### config.mk
export PLATFORM = sky130hd
export DESIGN_NAME = substring_first_match_unit
export DESIGN_NICKNAME = d
export VERILOG_FILES = /design/src/rtl/sfm_pkg.sv /design/src/rtl/sfm_cfg.sv /design/src/rtl/sfm_front.sv /design/src/rtl/sfm_fifo.sv /design/src/rtl/sfm_back.sv /design/src/rtl/substring_first_match_unit.sv
export SDC_FILE = /design/constraint.sdc
export NUM_CORES = 2
export LEC_CHECK = 0
export BUFFER_PORTS_ARGS = -buffer_cell sky130_fd_sc_hd__clkbuf_2
export CAP_MARGIN = 20
export CORE_MARGIN = 4
export CORE_UTILIZATION = 50
export CTS_CLUSTER_SIZE = 28
export DETAILED_ROUTE_END_ITERATION = 7
export PLACE_DENSITY_LB_ADDON = 0.25
export REMOVE_ABC_BUFFERS = 1
export SLEW_MARGIN = 10
export SYNTH_ARGS = -nofsm -noshare
export SYNTH_HDL_FRONTEND = slang
export SYNTH_SLANG_ARGS = --single-unit
### constraint.sdc
create_clock -name clk -period 7.7 [get_ports clk]
set_input_delay 0.385 -clock clk [delete_from_list [all_inputs] [get_ports clk]]
set_output_delay 0.385 -clock clk [all_outputs]
set_load 0.02 [all_outputs]
### src/rtl/sfm_pkg.sv
`timescale 1ns / 1ps
// ----------------------------------------------------------------------------
// sfm_pkg: shared types and constants for the substring first-match unit
// Payload structs, config register indexes, the front-to-back event and
// the byte folding helper.
// ----------------------------------------------------------------------------
package sfm_pkg;

  // Sizing
  localparam int MAX_NEEDLE    = 32;
  localparam int POSITION_BITS = 16;
  localparam int NEEDLE_WORDS  = 4;
  localparam int WORD_BITS     = 64;
  localparam int NEEDLE_BYTES  = NEEDLE_WORDS * WORD_BITS / 8;
  localparam int LEN_REG_BITS  = 6;
  localparam int LEN_BITS      = $clog2(MAX_NEEDLE + 1);
  localparam int POS_OUT_BITS  = 16;
  localparam int CFG_IDX_BITS  = 3;
  localparam int QDEPTH        = 4;
  localparam int QPTR_BITS     = $clog2(QDEPTH);

  // Config register indexes
  localparam logic [CFG_IDX_BITS-1:0] CFG_NEEDLE_0_7   = 3'd0;
  localparam logic [CFG_IDX_BITS-1:0] CFG_NEEDLE_8_15  = 3'd1;
  localparam logic [CFG_IDX_BITS-1:0] CFG_NEEDLE_16_23 = 3'd2;
  localparam logic [CFG_IDX_BITS-1:0] CFG_NEEDLE_24_31 = 3'd3;
  localparam logic [CFG_IDX_BITS-1:0] CFG_NEEDLE_LEN   = 3'd4;
  localparam logic [CFG_IDX_BITS-1:0] CFG_IGNORE_CASE  = 3'd5;

  // Input request
  typedef struct packed {
    logic [7:0] hay_byte;
    logic       hay_last;
  } in_item_t;

  // Result request
  typedef struct packed {
    logic                    found;
    logic [POS_OUT_BITS-1:0] match_position;
  } out_item_t;

  // Needle as seen by the window compare: lane j faces window byte j
  typedef struct packed {
    logic [MAX_NEEDLE-1:0][7:0] lane_byte;
    logic [MAX_NEEDLE-1:0]      lane_en;
    logic [LEN_BITS-1:0]        len;
    logic                       fold_en;
  } match_cfg_t;

  // Classified byte handed from front to back
  typedef struct packed {
    logic                    hit;
    logic                    last;
    logic [POS_OUT_BITS-1:0] pos;
  } event_t;

  // ASCII A-Z to a-z when enabled
  function automatic logic [7:0] fold_byte(logic [7:0] c, logic en);
    logic [7:0] r;
    r = c;
    if (en && (c >= 8'h41) && (c <= 8'h5A)) begin
      r = c + 8'h20;
    end
    return r;
  endfunction

  // Reported position is the low bits of the start offset
  function automatic logic [POS_OUT_BITS-1:0] pos_out(logic [POSITION_BITS-1:0] p);
    return POS_OUT_BITS'(p);
  endfunction

endpackage

### src/rtl/sfm_cfg.sv
`timescale 1ns / 1ps
// ----------------------------------------------------------------------------
// sfm_cfg: configuration registers
// Holds needle words, length and case mode, and keeps a lane-aligned,
// pre-folded copy of the needle that is updated in the same write cycle.
// ----------------------------------------------------------------------------
module sfm_cfg (
  input  logic                              clk,
  input  logic                              rst_n,
  input  logic                              cfg_we,
  input  logic [sfm_pkg::CFG_IDX_BITS-1:0]  cfg_index,
  input  logic [sfm_pkg::WORD_BITS-1:0]     cfg_wdata,
  output sfm_pkg::match_cfg_t               mcfg
);

  logic [sfm_pkg::NEEDLE_WORDS-1:0][sfm_pkg::WORD_BITS-1:0] needle_r, needle_nxt;
  logic [sfm_pkg::LEN_REG_BITS-1:0] len_reg_r, len_reg_nxt;
  logic                             ign_r, ign_nxt;
  sfm_pkg::match_cfg_t              mcfg_r, mcfg_nxt;
  logic [sfm_pkg::NEEDLE_BYTES*8-1:0] needle_flat;
  logic [sfm_pkg::LEN_BITS-1:0]     len_eff;

  // Register writes
  always_comb begin
    needle_nxt  = needle_r;
    len_reg_nxt = len_reg_r;
    ign_nxt     = ign_r;
    if (cfg_we) begin
      case (cfg_index)
        sfm_pkg::CFG_NEEDLE_0_7:   needle_nxt[0] = cfg_wdata;
        sfm_pkg::CFG_NEEDLE_8_15:  needle_nxt[1] = cfg_wdata;
        sfm_pkg::CFG_NEEDLE_16_23: needle_nxt[2] = cfg_wdata;
        sfm_pkg::CFG_NEEDLE_24_31: needle_nxt[3] = cfg_wdata;
        sfm_pkg::CFG_NEEDLE_LEN:   len_reg_nxt = cfg_wdata[sfm_pkg::LEN_REG_BITS-1:0];
        sfm_pkg::CFG_IGNORE_CASE:  ign_nxt = cfg_wdata[0];
        default: ;
      endcase
    end
  end

  // Length clamp
  always_comb begin
    if (int'(len_reg_nxt) > sfm_pkg::MAX_NEEDLE) begin
      len_eff = sfm_pkg::LEN_BITS'(sfm_pkg::MAX_NEEDLE);
    end else begin
      len_eff = sfm_pkg::LEN_BITS'(len_reg_nxt);
    end
  end

  assign needle_flat = needle_nxt;

  // Align needle to the window tail: lane j takes needle byte j+len-MAX
  always_comb begin
    int         nidx;
    logic [7:0] b;
    mcfg_nxt         = '0;
    mcfg_nxt.len     = len_eff;
    mcfg_nxt.fold_en = ign_nxt;
    for (int j = 0; j < sfm_pkg::MAX_NEEDLE; j++) begin
      nidx = j + int'(len_eff) - sfm_pkg::MAX_NEEDLE;
      b    = 8'h00;
      if ((nidx >= 0) && (nidx < sfm_pkg::NEEDLE_BYTES)) begin
        b = needle_flat[nidx*8 +: 8];
      end
      mcfg_nxt.lane_en[j]   = (nidx >= 0);
      mcfg_nxt.lane_byte[j] = sfm_pkg::fold_byte(b, ign_nxt);
    end
  end

  always_ff @(posedge clk) begin
    if (!rst_n) begin
      needle_r  <= '0;
      len_reg_r <= '0;
      ign_r     <= 1'b0;
      mcfg_r    <= '0;
    end else begin
      needle_r  <= needle_nxt;
      len_reg_r <= len_reg_nxt;
      ign_r     <= ign_nxt;
      mcfg_r    <= mcfg_nxt;
    end
  end

  assign mcfg = mcfg_r;

endmodule

### src/rtl/sfm_front.sv
`timescale 1ns / 1ps
// ----------------------------------------------------------------------------
// sfm_front: byte intake and window compare
// Shifts each byte into the window, counts bytes, compares the whole
// window tail against the needle in parallel and queues hits and ends.
// ----------------------------------------------------------------------------
module sfm_front (
  input  logic                 clk,
  input  logic                 rst_n,
  input  logic                 in_valid,
  output logic                 in_stall,
  input  sfm_pkg::in_item_t    in_data,
  input  sfm_pkg::match_cfg_t  mcfg,
  input  logic                 q_full,
  output logic                 q_push,
  output sfm_pkg::event_t      q_data
);

  logic [sfm_pkg::MAX_NEEDLE-1:0][7:0]  window_r, window_nxt, window_sh;
  logic [sfm_pkg::POSITION_BITS-1:0]    count_r, count_nxt, count_inc, len_ext, pos;
  logic [sfm_pkg::MAX_NEEDLE-1:0]       lane_ok;
  logic accept, len_nz, exact, cmp_en, hit_len0, hit;

  assign in_stall = q_full;
  assign accept   = in_valid & ~q_full;

  assign len_nz    = (mcfg.len != '0);
  assign exact     = (count_r != '1);
  assign count_inc = count_r + 1'b1;
  assign len_ext   = sfm_pkg::POSITION_BITS'(mcfg.len);

  // Newest byte enters at the top
  assign window_sh = {in_data.hay_byte, window_r[sfm_pkg::MAX_NEEDLE-1:1]};

  // Per-lane compare, idle lanes pass
  always_comb begin
    for (int j = 0; j < sfm_pkg::MAX_NEEDLE; j++) begin
      lane_ok[j] = ~mcfg.lane_en[j] |
                   (sfm_pkg::fold_byte(window_sh[j], mcfg.fold_en) == mcfg.lane_byte[j]);
    end
  end

  assign cmp_en   = len_nz & exact & (count_inc >= len_ext);
  assign hit_len0 = ~len_nz & (count_r == '0);
  assign hit      = hit_len0 | (cmp_en & (&lane_ok));
  assign pos      = hit_len0 ? '0 : (count_inc - len_ext);

  // Only hits and haystack ends matter downstream
  assign q_push      = accept & (hit | in_data.hay_last);
  assign q_data.hit  = hit;
  assign q_data.last = in_data.hay_last;
  assign q_data.pos  = sfm_pkg::pos_out(pos);

  // Window and counter update
  always_comb begin
    window_nxt = window_r;
    count_nxt  = count_r;
    if (accept) begin
      if (in_data.hay_last) begin
        window_nxt = '0;
        count_nxt  = '0;
      end else if (len_nz) begin
        window_nxt = window_sh;
        if (exact) begin
          count_nxt = count_inc;
        end
      end
    end
  end

  always_ff @(posedge clk) begin
    if (!rst_n) begin
      window_r <= '0;
      count_r  <= '0;
    end else begin
      window_r <= window_nxt;
      count_r  <= count_nxt;
    end
  end

endmodule

### src/rtl/sfm_fifo.sv
`timescale 1ns / 1ps
// ----------------------------------------------------------------------------
// sfm_fifo: event queue
// Short queue of classified events between the front and the back.
// ----------------------------------------------------------------------------
module sfm_fifo (
  input  logic             clk,
  input  logic             rst_n,
  input  logic             push,
  input  sfm_pkg::event_t  push_data,
  input  logic             pop,
  output sfm_pkg::event_t  head,
  output logic             empty,
  output logic             full
);

  sfm_pkg::event_t                mem_r [sfm_pkg::QDEPTH];
  logic [sfm_pkg::QPTR_BITS-1:0]  wr_ptr_r, wr_ptr_nxt, rd_ptr_r, rd_ptr_nxt;
  logic [sfm_pkg::QPTR_BITS:0]    cnt_r, cnt_nxt;
  logic do_push, do_pop;

  assign empty   = (cnt_r == '0);
  assign full    = (cnt_r == (sfm_pkg::QPTR_BITS+1)'(sfm_pkg::QDEPTH));
  assign do_push = push & ~full;
  assign do_pop  = pop & ~empty;
  assign head    = mem_r[rd_ptr_r];

  // Pointer and fill count
  always_comb begin
    wr_ptr_nxt = do_push ? wr_ptr_r + 1'b1 : wr_ptr_r;
    rd_ptr_nxt = do_pop  ? rd_ptr_r + 1'b1 : rd_ptr_r;
    cnt_nxt    = cnt_r;
    if (do_push && !do_pop) begin
      cnt_nxt = cnt_r + 1'b1;
    end else if (!do_push && do_pop) begin
      cnt_nxt = cnt_r - 1'b1;
    end
  end

  always_ff @(posedge clk) begin
    if (!rst_n) begin
      wr_ptr_r <= '0;
      rd_ptr_r <= '0;
      cnt_r    <= '0;
    end else begin
      wr_ptr_r <= wr_ptr_nxt;
      rd_ptr_r <= rd_ptr_nxt;
      cnt_r    <= cnt_nxt;
    end
  end

  // Storage
  always_ff @(posedge clk) begin
    if (do_push) begin
      mem_r[wr_ptr_r] <= push_data;
    end
  end

endmodule

### src/rtl/sfm_back.sv
`timescale 1ns / 1ps
// ----------------------------------------------------------------------------
// sfm_back: result issue
// Tracks whether the current haystack already reported, turns queued
// events into results and holds them in the output register.
// ----------------------------------------------------------------------------
module sfm_back (
  input  logic                clk,
  input  logic                rst_n,
  input  logic                q_empty,
  input  sfm_pkg::event_t     q_head,
  output logic                q_pop,
  output logic                out_valid,
  input  logic                out_stall,
  output sfm_pkg::out_item_t  out_data
);

  logic               given_r, given_nxt;
  logic               out_valid_r, out_valid_nxt;
  sfm_pkg::out_item_t out_data_r, out_data_nxt;
  logic               can_take, emit;

  assign can_take = ~out_valid_r | ~out_stall;
  assign q_pop    = ~q_empty & can_take;
  // First hit of a haystack, or its end without a hit
  assign emit     = ~given_r & (q_head.hit | q_head.last);

  always_comb begin
    given_nxt     = given_r;
    out_valid_nxt = out_valid_r & out_stall;
    out_data_nxt  = out_data_r;
    if (q_pop) begin
      out_valid_nxt = emit;
      if (emit) begin
        out_data_nxt.found          = q_head.hit;
        out_data_nxt.match_position = q_head.hit ? q_head.pos : '0;
      end
      if (q_head.last) begin
        given_nxt = 1'b0;
      end else if (q_head.hit) begin
        given_nxt = 1'b1;
      end
    end
  end

  always_ff @(posedge clk) begin
    if (!rst_n) begin
      given_r     <= 1'b0;
      out_valid_r <= 1'b0;
    end else begin
      given_r     <= given_nxt;
      out_valid_r <= out_valid_nxt;
    end
  end

  always_ff @(posedge clk) begin
    out_data_r <= out_data_nxt;
  end

  assign out_valid = out_valid_r;
  assign out_data  = out_data_r;

endmodule

### src/rtl/substring_first_match_unit.sv
`timescale 1ns / 1ps
// ----------------------------------------------------------------------------
// substring_first_match_unit: streaming first-occurrence substring search
// Finds the first position of a configured needle in a byte stream.
//
//   channel  ports                        request
//   in       in_valid/in_stall/in_data    one haystack byte plus last flag
//   out      out_valid/out_stall/out_data found flag and start position
//   cfg      cfg_we/cfg_index/cfg_wdata   one register write, no wait
//
// One byte per cycle while in_stall is low; the whole window tail is compared
// against the needle in parallel in the intake cycle. A result goes from the
// causing byte through the event queue, then the output register. A stall on
// out fills the four-entry event queue before in_stall rises. Reset is
// synchronous and clears config, window, count and queue.
// ----------------------------------------------------------------------------
module substring_first_match_unit (
  input  logic                              clk,
  input  logic                              rst_n,
  input  logic                              in_valid,
  output logic                              in_stall,
  input  sfm_pkg::in_item_t                 in_data,
  output logic                              out_valid,
  input  logic                              out_stall,
  output sfm_pkg::out_item_t                out_data,
  input  logic                              cfg_we,
  input  logic [sfm_pkg::CFG_IDX_BITS-1:0]  cfg_index,
  input  logic [sfm_pkg::WORD_BITS-1:0]     cfg_wdata
);

  sfm_pkg::match_cfg_t mcfg;
  sfm_pkg::event_t     q_in, q_head;
  logic                q_push, q_pop, q_empty, q_full;

  sfm_cfg u_cfg (
    .clk       (clk),
    .rst_n     (rst_n),
    .cfg_we    (cfg_we),
    .cfg_index (cfg_index),
    .cfg_wdata (cfg_wdata),
    .mcfg      (mcfg)
  );

  sfm_front u_front (
    .clk      (clk),
    .rst_n    (rst_n),
    .in_valid (in_valid),
    .in_stall (in_stall),
    .in_data  (in_data),
    .mcfg     (mcfg),
    .q_full   (q_full),
    .q_push   (q_push),
    .q_data   (q_in)
  );

  sfm_fifo u_fifo (
    .clk       (clk),
    .rst_n     (rst_n),
    .push      (q_push),
    .push_data (q_in),
    .pop       (q_pop),
    .head      (q_head),
    .empty     (q_empty),
    .full      (q_full)
  );

  sfm_back u_back (
    .clk       (clk),
    .rst_n     (rst_n),
    .q_empty   (q_empty),
    .q_head    (q_head),
    .q_pop     (q_pop),
    .out_valid (out_valid),
    .out_stall (out_stall),
    .out_data  (out_data)
  );

endmodule
=== Word level (Yosys, flattened, before mapping) ===
Memory sizes are Yosys's and may differ from the RTL's. A register that Yosys moved wholly into a read port is not among the register bits.
Cells that the tools add are included.

* Add/sub/neg operators: 133
* Order comparisons: 194
* Equal/unequal tests: 39
* Shift operators: 32
* Muxes and demuxes: 121
* Bitwise gates (word level): 85
* Reductions and logical operators: 177

{| class="wikitable"
|+ Operators with widths
! operator !! number
|-
| variable part select 256 x 32 -> 8 bit || 32
|-
| greater-or-equal comparator 32 x 1 -> 1 bit (second input constant) || 32
|-
| < comparator 32 x 7 -> 1 bit (second input constant) || 32
|-
| subtractor 32 x 7 -> 32 bit (second input constant) || 31
|-
| 2-to-1 mux 256 bit || 3
|-
| 2-to-1 mux 8 bit || 96
|-
| adder 8 x 6 -> 8 bit (second input constant) || 64
|-
| greater-or-equal comparator 8 x 7 -> 1 bit (second input constant) || 64
|-
| less-or-equal comparator 8 x 7 -> 1 bit (second input constant) || 64
|-
| == test 8 bit || 32
|-
| 2-to-1 mux 64 bit || 4
|-
| logical AND 1 bit || 162
|-
| adder 5 x 6 -> 7 bit (first input constant) || 16
|-
| 2-to-1 mux 16 bit || 4
|-
| adder 4 x 6 -> 7 bit (first input constant) || 8
|-
| NOT 1 bit || 38
|-
| bitwise OR 1 bit || 36
|-
| AND reduction 32 bit || 1
|-
| adder 3 x 6 -> 7 bit (first input constant) || 4
|-
| 2-to-1 mux 6 bit || 3
|-
| adder 16 x 1 -> 16 bit (second input constant) || 1
|-
| greater-or-equal comparator 16 x 6 -> 1 bit || 1
|-
| logical NOT 16 bit || 1
|-
| inequality test 16 bit (second input constant) || 1
|-
| other kinds (21) || 51
|}

* Flip-flop bits (word level): 847
* Bits in writable memories: 72
* Bits of input ports: 81
* Memories kept: 1

{| class="wikitable"
|+ Memory list
! name !! depth !! bits a word !! rd ports !! clocked after Yosys merged registers in !! write ports !! line !! text
|-
| u_fifo.mem_r || 4 || 18 || 1 || 1 || 1 || sfm_fifo.sv:17 || <nowiki>sfm_pkg::event_t mem_r [sfm_pkg::QDEPTH];</nowiki>
|}

=== Depth between registers and ports, before layout ===
* Depth in word-level cells: 16
* Depth in mapped cells: 25

=== Hierarchy ===
Synthesis repeated with hierarchy kept, for this count alone.

* Cell total of the unflattened synthesis: 7246
* Area total of the unflattened synthesis: 61968.2 µm²

{| class="wikitable"
|+ By module, submodules not included
! module !! instances !! cells each !! area each (µm²) !! seq. area each (µm²)
|-
| sfm_cfg || 1 || 4894 || 40585.2 || 11130.7
|-
| sfm_front || 1 || 2166 || 17583.1 || 5285.1
|-
| sfm_fifo || 1 || 142 || 3091.7 || 2342.2
|-
| sfm_back || 1 || 44 || 708.2 || 550.5
|}

=== Worst setup path before layout ===
No wires, ideal clock.

* Path kind: input -> register
* From: in cfg_index[1] in the netlist's numbering
* To: reg u_cfg.mcfg_r (netlist bit u_cfg.mcfg[276])
* Data arrival time: 5.438 ns
* Data required time: 7.585 ns
* Slack: 2.148 ns
* Stages: 20
* Path through: nand4bb_1 > buf_4 > mux2_2 > buf_4 > buf_2 > buf_1 > clkbuf_1 > buf_1 > ha_1 > clkbuf_1 > buf_1 > buf_1 > mux4_2 > a211oi_1 > a31oi_1 > o22ai_1 > nand2_1 > a211o_1 > nor4b_1 > o21a_1

* Cells in the longest elaborated chain, start to end: 14
* Elaborated cells on any way between the ends: 30

{| class="wikitable"
|+ Ends and longest elaborated chain
! element !! line !! text
|-
| start, declared || substring_first_match_unit.sv:27 || <nowiki>input logic [sfm_pkg::CFG_IDX_BITS-1:0] cfg_index,</nowiki>
|-
| == test 3 bit || sfm_cfg.sv:29 || <nowiki>case (cfg_index)</nowiki>
|-
| 2-to-1 mux 6 bit || sfm_cfg.sv:29 ||
|-
| 2-to-1 mux 6 bit || sfm_cfg.sv:28 || <nowiki>if (cfg_we) begin</nowiki>
|-
| greater-than comparator 6 bit || sfm_cfg.sv:43 || <nowiki>if (int'(len_reg_nxt) > sfm_pkg::MAX_NEEDLE) begin</nowiki>
|-
| 2-to-1 mux 6 bit || sfm_cfg.sv:43 ||
|-
| adder 5 x 6 -> 7 bit || sfm_cfg.sv:60 || <nowiki>nidx = j + int'(len_eff) - sfm_pkg::MAX_NEEDLE;</nowiki>
|-
| subtractor 32 x 7 -> 32 bit || sfm_cfg.sv:60 ||
|-
| greater-or-equal comparator 32 x 1 -> 1 bit or < comparator 32 x 7 -> 1 bit (tied branches) || sfm_cfg.sv:62 || <nowiki>if ((nidx >= 0) && (nidx < sfm_pkg::NEEDLE_BYTES)) begin</nowiki>
|-
| logical AND 1 bit || sfm_cfg.sv:62 ||
|-
| 2-to-1 mux 8 bit || sfm_cfg.sv:62 ||
|-
| greater-or-equal comparator 8 x 7 -> 1 bit || sfm_pkg.sv:61 || <nowiki>if (en && (c >= 8'h41) && (c <= 8'h5A)) begin</nowiki>
|-
| logical AND 1 bit (2 in series) || sfm_pkg.sv:61 ||
|-
| 2-to-1 mux 8 bit (*) || sfm_pkg.sv:61 ||
|-
| end signal, assigned || sfm_cfg.sv:80 || <nowiki>mcfg_r <= mcfg_nxt;</nowiki>
|-
| end, declared || sfm_cfg.sv:19 || <nowiki>sfm_pkg::match_cfg_t mcfg_r, mcfg_nxt;</nowiki>
|}

Mark *: on every way between the ends. The rest lies on a longest branch, timed or not.
A chain may end at the register's enable or synchronous reset.

=== Final worst setup path ===
* From: reg u_cfg.len_reg_r[5] in the netlist's numbering
* To: reg u_cfg.mcfg_r (netlist bit u_cfg.mcfg[133])

* Cells in the longest elaborated chain, start to end: 13
* Elaborated cells on any way between the ends: 17

{| class="wikitable"
|+ Ends and longest elaborated chain
! element !! line !! text
|-
| start, declared || sfm_cfg.sv:17 || <nowiki>logic [sfm_pkg::LEN_REG_BITS-1:0] len_reg_r, len_reg_nxt;</nowiki>
|-
| start signal, assigned || sfm_cfg.sv:78 || <nowiki>len_reg_r <= len_reg_nxt;</nowiki>
|-
| 2-to-1 mux 6 bit || sfm_cfg.sv:29 ||
|-
| 2-to-1 mux 6 bit (*) || sfm_cfg.sv:28 ||
|-
| greater-than comparator 6 bit || sfm_cfg.sv:43 ||
|-
| 2-to-1 mux 6 bit (*) || sfm_cfg.sv:43 ||
|-
| adder 4 x 6 -> 7 bit (*) || sfm_cfg.sv:60 ||
|-
| subtractor 32 x 7 -> 32 bit (*) || sfm_cfg.sv:60 ||
|-
| greater-or-equal comparator 32 x 1 -> 1 bit or < comparator 32 x 7 -> 1 bit (tied branches) || sfm_cfg.sv:62 ||
|-
| logical AND 1 bit || sfm_cfg.sv:62 ||
|-
| 2-to-1 mux 8 bit (*) || sfm_cfg.sv:62 ||
|-
| greater-or-equal comparator 8 x 7 -> 1 bit || sfm_pkg.sv:61 ||
|-
| logical AND 1 bit (2 in series) || sfm_pkg.sv:61 ||
|-
| 2-to-1 mux 8 bit (*) || sfm_pkg.sv:61 ||
|}

Marks and branches as above.

==> impl_metrics.json <==
{
  "dpl.hpwl_um": 205000,
  "cp.required_ns": 8.33,
  "ys_top_cells_by_area": "dfxtp_1, mux2i_1, nor2_1",
  "area_delta_synth_final_pct": 8.81,
  "cp_num_buf_inv": 4,
  "holdPathStages": 3,
  "drt_wl_total_um": 263000,
  "antenna_found_initial": 13,
  "min_to": "u_cfg.needle_r[73]",
  "clk_pin_slew_ns": 0.07,
  "place_inst": 8263,
  "cts_tree": "yes",
  "stdcell_count": 8454,
  "grt_pass1_wl_um": 371000,
  "via_count": 56200,
  "r2r_slack_ns": 1.34,
  "r2r_cells": 15,
  "rows": 126,
  "met1_usage_pct": 54.1,
  "p_leak_nw": 25.1,
  "path_delay_family": "compound AO/OA/AOI/OAI gates",
  "dr.pass1.iters": 7,
  "cap_viol_max_count": 0,
  "syn-instance-count": 6875,
  "clock_path_buffers": 3,
  "grt_pass1_vias": 50600,
  "drt_iter0_markers": 7802,
  "vias_per_cell": 6.65,
  "synth_edf_count": 89,
  "numCtsBuffers": 98,
  "syn_area_per_cell_um2": 8.73,
  "synth_seq_area_share_pct": 32.2,
  "tightest_slew_ns": 1.36,
  "synthDistinctLibCells": 104,
  "crit_path_start_kind": "register",
  "gp_congestion": 1.16,
  "synth-seq-cells": 921,
  "setup.worst_path.end_class": "register",
  "cp_data_arrival_time_ns": 6.99,
  "max_stage_delay_ns": 0.97,
  "floorplan.initialDensity_pct": 50.6,
  "r2r_start": "u_cfg.len_reg_r[5]",
  "async_flop_share_pct": 0,
  "clock.fmax_mhz": 157,
  "synth_top_area_share_pct": 27.8,
  "setup_viol": 0,
  "power.total_mw": 12.4,
  "drive_above_1_share_pct": 11.3,
  "yosysTopAreaCell": "dfxtp_1",
  "relSlewSlack_pct": 8.87,
  "htreeDepth": 3,
  "synth_common_cells": "nor2_1, dfxtp_1, mux2i_1",
  "drc": 0,
  "port_buffers": 99,
  "core_um2": 119000,
  "grt_use_met2_pct": 57.7,
  "hold_path.class": "input port to register",
  "p_per_area_nw_per_um2": 190,
  "synth.most_common_cell": "nor2_1",
  "ir_drop_mv": 0.302,
  "gr-total-overflow": 0,
  "slowest_stage": "o21ai_0",
  "die_h_um": 354,
  "met3_usage_pct": 10.3,
  "reg2reg_to": "u_cfg.mcfg[133]",
  "ant_nets": 0,
  "grt_use_total_pct": 40.2,
  "period_share_pct": 82.6,
  "fin_skew_ns": 0.0566,
  "path_class": "register to register",
  "period_minus_slack_ns": 6.36,
  "dieArea_um2": 126000,
  "status": "finished clean",
  "synth_area_um2": 60000,
  "final_core_util_pct": 55.1,
  "crit_chain": "nand2b_1, mux2_4, ha_4, inv_1, buf_12, xnor2_4, buf_12, nand2_1, o22ai_1, o21ai_0, o21ai_0, buf_4, and4_1, a211oi_1, a31oi_1",
  "wl_per_cell_um": 31.1,
  "grt_max_degree": 207,
  "critPathMaxFanout": 58,
  "cts.sinks": 921,
  "root_buffer": "clkbuf_16",
  "final_max_slew_viol_count": 0,
  "io_pins": 100,
  "synth_ff_type": "dfxtp_1",
  "yosysWarnings": 0,
  "finalHoldViolations": 0,
  "hold_start": "cfg_wdata[9]",
  "rsz0062_at_grt": "false",
  "nNetsFinal": 7004,
  "clkLatencyLatePin_ns": 0.75,
  "die_x_um": 354,
  "busiest_layer": "met2",
  "setup_tns_ns": 0
}
[how the worst max path moves through the flow]
stage / start / to / cells past startpoint
CTS: u_cfg.ign_r / u_fifo.cnt_r[2] / 15
finish: u_cfg.len_reg_r[5] / u_cfg.mcfg[133] / 15
global placement: cfg_index[1] / u_cfg.mcfg[133] / 16
global route: u_cfg.len_reg_r[5] / u_cfg.mcfg[133] / 15
floorplan: u_cfg.mcfg[2] / u_front.window_r[100] / 5
detailed placement: cfg_index[1] / u_cfg.mcfg[133] / 16
[through the flow]
stage	setup slack, ns	hold slack (ns)	instance area, um2
after floorplan	-19.68	0.465	57800
after global placement	1.18	0.487	61800
after detailed placement	1.13	0.498	61900
after CTS	1.68	0.00815	65300
after global routing	1.55	0.0553	65300
final	1.34	0.0449	65300
[layout make-up]
type                    instances  area [um2]
diodes                          6        15.0
clock buffers                 131        2780
clock inverters                52         609
fillers                     10800       53300
inverters                      93         365
multi-input cells            5394       38400
flip-flops and latches        921       19300
well taps                    1600        2000
repair buffers                257        1820
[cells by family after synthesis]
kind of cell,after synthesis,share of synthesized area [%]
AND/OR/NAND/NOR,2563,20.8
AO/OA/AOI/OAI,1345,14.9
multiplexers,995,19.5
flip-flops,921,32.2
buffers and inverters,560,4.21
XOR/XNOR,333,5.06
adder cells (fa/ha/maj),158,3.32
[routing by layer]
| layer | wire (um) | share of wire (%) |
|---|---|---|
| met1 | 106000 | 40 |
| met2 | 106000 | 41 |
| met3 | 29300 | 11 |
| met4 | 20500 | 7.8 |
| met5 | 50 | 0.019 |
[layout by cell type (no fill, tap or decap), drive strengths merged, types with 25 or more instances in the layout]
master	n
a211oi	50
a21oi	432
a22oi	88
a311oi	51
a31oi	38
and2	79
and3	109
buf	158
clkbuf	229
clkinv	40
dfxtp	832
edfxtp	89
ha	156
inv	93
mux2	132
mux2i	743
mux4	120
nand2	522
nand2b	25
nand3	219
nand3b	29
nand4	32
nor2	952
nor2b	31
nor3	146
nor3b	266
o211ai	25
o21ai	134
o221ai	40
o22ai	174
o2bb2ai	36
o31ai	30
or2	33
xnor2	238
xor2	95
[where the power goes]
part	switching [mW]	internal (mW)
sequential	0.0530	5.03
clock	2.11	2.80
combinational	1.71	0.719
[flip-flops by register name, indices dropped and copies added, names as in the netlist, named ones only]
signal	cells
u_back.given_r	1
u_back.out_data	17
u_back.out_valid	1
u_cfg.ign_r	1
u_cfg.len_reg_r	6
u_cfg.mcfg	294
u_cfg.needle_r	256
u_fifo.cnt_r	3
u_fifo.mem_r	72
u_fifo.rd_ptr_r	2
u_fifo.wr_ptr_r	2
u_front.count_r	16
u_front.window_r	248
[timing repair]
action / CTS / global route
hold buffers: 1 / 0
hold endpoints to repair: 1 / 0
resized for setup: 0 / 0
buffers inserted: 0 / 0
[tightest hold or removal path, stage by stage]
cell	delay, ns
clkbuf_2	0.12
mux2i_1	0.13
nor2_1	0.10
No activity file was read; power rests on OpenSTA's default activity.
